## config.mk

```make
export PLATFORM = sky130hd
export DESIGN_NAME = gnrl_eval
export DESIGN_NICKNAME = d
export VERILOG_FILES = /design/src/hw/rtl/gnrl_pkg.sv /design/src/hw/rtl/gnrl_eval.sv
export SDC_FILE = /design/constraint.sdc
export NUM_CORES = 1
export LEC_CHECK = 0
export ABC_AREA = 0
export BUFFER_PORTS_ARGS = -buffer_cell sky130_fd_sc_hd__buf_4
export CAP_MARGIN = 30
export CORE_AREA = 2 2 311 313
export DETAILED_ROUTE_END_ITERATION = 7
export DIE_AREA = 0 0 313 315
export GPL_TIMING_DRIVEN = 0
export PLACE_DENSITY = 0.52
export SLEW_MARGIN = 10
export SYNTH_ARGS = -nofsm -noshare
export SYNTH_HDL_FRONTEND = slang
export SYNTH_SLANG_ARGS = --single-unit
```

## constraint.sdc

```tcl
create_clock -name vclk -period 18.2
set_input_delay 0.91 -clock vclk [all_inputs]
set_output_delay 0.91 -clock vclk [all_outputs]
set_load 0.005 [all_outputs]
```

## src/hw/rtl/gnrl_pkg.sv

```systemverilog
package gnrl_pkg;

	localparam int MaxRecords = 1024;
	localparam int IdxW = $clog2(MaxRecords);
	localparam int CntW = $clog2(MaxRecords + 1);
	localparam int RecW = 320;
	localparam int DistW = 40;
	localparam int IdxOutW = 10;

	localparam logic [30:0] StateWindowRst = 31'd655360;
	localparam logic [30:0] InputWindowRst = 31'd655360;
	localparam logic [39:0] DistanceLimitRst = 40'd65536000000;

	localparam logic [1:0] RegStateWindow = 2'd0;
	localparam logic [1:0] RegInputWindow = 2'd1;
	localparam logic [1:0] RegDistanceLimit = 2'd2;

	localparam logic [1:0] StatusOk = 2'd0;
	localparam logic [1:0] StatusFull = 2'd1;
	localparam logic [1:0] StatusEmpty = 2'd2;

	typedef enum logic [2:0] {
		ST_IDLE,
		ST_SCAN,
		ST_FETCH,
		ST_WAIT,
		ST_DONE
	} state_t;

	typedef struct packed {
		logic signed [31:0] arm_cmd;
		logic signed [31:0] base_cmd;
		logic [9:0] chosen_index;
		logic matched;
		logic [1:0] status;
	} result_t;

	function automatic logic [32:0] abs_diff(logic signed [31:0] a, logic signed [31:0] b);
		logic signed [32:0] d;
		d = 33'(a) - 33'(b);
		return d[32] ? 33'(-d) : 33'(d);
	endfunction

endpackage

```

## src/hw/rtl/gnrl_eval.sv

```systemverilog
module gnrl_eval (
	input  logic [gnrl_pkg::RecW-1:0] rec,
	input  logic [gnrl_pkg::RecW-1:0] hist,
	input  logic signed [31:0]        pitch,
	input  logic signed [31:0]        yaw,
	input  logic [30:0]               state_window,
	input  logic [30:0]               input_window,
	output logic                      pass,
	output logic [gnrl_pkg::DistW-1:0] rec_dist
);
	import gnrl_pkg::*;

	logic [32:0] dp;
	logic [32:0] dy;

	always_comb begin
		pass = 1'b1;
		for (int s = 2; s < 6; s++) begin
			if (abs_diff(rec[s*32 +: 32], hist[s*32 +: 32]) > {2'b00, state_window}) begin
				pass = 1'b0;
			end
		end
		for (int s = 8; s < 10; s++) begin
			if (abs_diff(rec[s*32 +: 32], hist[s*32 +: 32]) > {2'b00, input_window}) begin
				pass = 1'b0;
			end
		end
		dp = abs_diff(rec[31:0], pitch);
		dy = abs_diff(rec[63:32], yaw);
		rec_dist = DistW'(dp) + DistW'(dy);
	end

endmodule

```

==> key figures <==
Outcome
  • Outcome: finished, final reports clean

Timing
  • Fmax: 0.1011 GHz
  • Final hold viol count: 0
  • Final setup vio count: 0
  • Setup_tns: 0 ns
  • Final period utilization: 0.5436
  • Min Tclk post-route: 9.894 ns
  • Fin. max-slew vios: 0
  • Worst-Margin Slew: 0.9243 ns
  • Slew margin rel.: 0.3741
  • RSZ-0062 raised after global routing: false

Critical path
  • Critical-path top delay cell: o31ai_1
  • Worst EP arrival: 8.98 ns
  • Worst path max stage delay: 0.66 ns
  • WS Path Type: primary input to output port
  • Worst path required time: 17.29 ns
  • Endpoint type of the worst setup path: output port
  • Crit-path max FO: 10
  • CP Launch Type: primary input

Layout
  • Syn-to-layout area delta: 24.11%
  • Register area: 0 µm²
  • Multi-input logic area: 0.02394 mm²
  • # clk buffers: 0
  • Most common cell after layout, fill and taps aside: buf_4
  • Final net count: 5718
  • Highest-count cells in the layout ignoring fill and taps: buf_4, ha_1, inv_1, a21oi_1, xnor2_1
  • FFs & Latches: 0
  • FILL cells: 10540
  • Share of layout cells above drive strength 1: 0.1579

Min path
  • Worst hold-check path type: primary input to output port
  • Hold depth: 5

Die
  • Floorplan core area: 0.09571 mm²
  • Die width: 313 µm
  • Die H: 315 µm
  • # rows: 114
  • Initial core utilization: 0.2707
  • I/O pins: 807
  • Area of the die: 0.09860 mm²

Synth
  • Seq/Total Area, Yosys: 0
  • Compound-gate portion of the synthesized area: 0.2947
  • Cell Area, Synth: 0.02590 mm²
  • Avg Cell Area, Syn: 6.746 µm²
  • Synth Area in XOR/XNOR: 0.1548
  • Mux cell area share after synthesis: 0.007438
  • Largest family of logic cells by synthesized area: compound AO/OA/AOI/OAI gates
  • Synthesis Warnings: 0
  • Syn Inst Count: 3840
  • Post-Synth Simple-Gate Area: 0.2260
  • Area share of fa/ha/maj cells after synthesis: 0.2402
  • Distinct cells, synth: 100

Placement
  • Placer Congestion: 0.9172
  • IO Port Bufs: 609
  • HPWL Detailed: 91090 µm

Pwr
  • Lkg Pwr: 15.42 nW
  • Total chip power: 1.985 mW
  • Pwr dens: 61.75 mW/mm²
  • Max VDD drop: 0.05129 mV

Routing
  • Drt pass-1 iters: 6
  • Antenna viol nets, final: 0
  • DRC viols: 0
  • WL/cell: 17.93 µm
  • WL final: 103000 µm
  • DR vias/cell: 5.116
  • Initial DRC Count: 1439
  • Routed vias: 29410

GRT
  • GRT Util Overall: 0.1978
  • Number of global-route vias before repair: 28000
  • GR Overflow Total: 0
  • First-pass GRT wire length: 156000 µm
  • Largest net degree at the start of global routing: 11
  • Initial antenna violation count: 24

CTS
  • Post-CTS Setup Bufs: 0
  • CTS resizes: 0
  • Hold buffer count at cts: 0

Job
  • Max Cap Viol: 0
path summary, 6_finish.rpt:
| check | from | end |
|---|---|---|
| worst max-delay path | rec[32] | rec_dist[32] |
| worst min-delay path | pitch[0] | rec_dist[0] |
cells by family after synthesis:
logic type	Yosys count
other	1
AO/OA/AOI/OAI	1194
XOR/XNOR	458
AND/OR/NAND/NOR	1155
multiplexers	19
adder cells (fa/ha/maj)	492
buffers and inverters	521
layer usage:
metal,track usage,vias to the layer above,share of wire
met3,0.02625,120,0.057
met5,0,-,0.0012
met2,0.3308,755,0.45
met4,0.04785,20,0.028
li1,-,15080,-
met1,0.2676,13430,0.46
cell type report:
type               count  share of cell area
repair buffers       613              0.1429
well taps           1276             0.04966
plain buffers         82             0.01043
inverters            439             0.05126
multi-input cells   3324              0.7447
diodes                14            0.001090
critical path, delay by kind of cell:
family                   cells  cell delay (ns)
adder cells (fa/ha/maj)      3             1.03
XOR/XNOR                     2             0.34
AND/OR/NAND/NOR              4             0.43
AO/OA/AOI/OAI               19             5.53
buffers and inverters        5             0.76
where the power goes:
group	total [mW]	leakage [nW]	switching [mW]	internal, mW
sequential	0	0	0	0
combinational	1.99	15.4	1.10	0.881
clock	0.000000103	0.0000887	0	0.000000103
total	1.99	15.4	1.10	0.881
synthesized netlist by cell type (30+ instances only):
cell	number	area, µm²
nor3_1	87	435.4
nand3_1	89	445.4
nand2b_1	48	300.3
nor2b_1	49	306.5
xor2_1	162	1419
inv_1	439	1648
a21o_1	90	675.7
o21a_1	72	540.5
clkbuf_1	69	259.0
a21oi_1	371	1857
nand4_1	69	431.7
o211ai_1	33	247.7
nand2_1	287	1077
a211oi_1	55	412.9
and2_1	30	187.7
ha_1	483	6043
and3_1	36	225.2
o21ai_0	237	1186
o31ai_1	41	307.8
nor2_1	285	1070
xnor2_1	296	2592
a31oi_1	54	337.8
per-stage QoR:
stage	setup slack, ns	hold slack (ns)	util	area [µm²]	instances
after detailed placement	8.389	2.468	0.3354	32100	5731
after floorplan	10.10	2.217	-	25920	3845
after global routing	7.684	2.509	0.3358	32140	5743
final	8.306	2.467	0.3359	32150	5748
after global placement	8.408	2.467	0.3353	32090	5730
after CTS	8.351	2.469	0.3354	32100	5731
(Power assumes the default switching activity.)
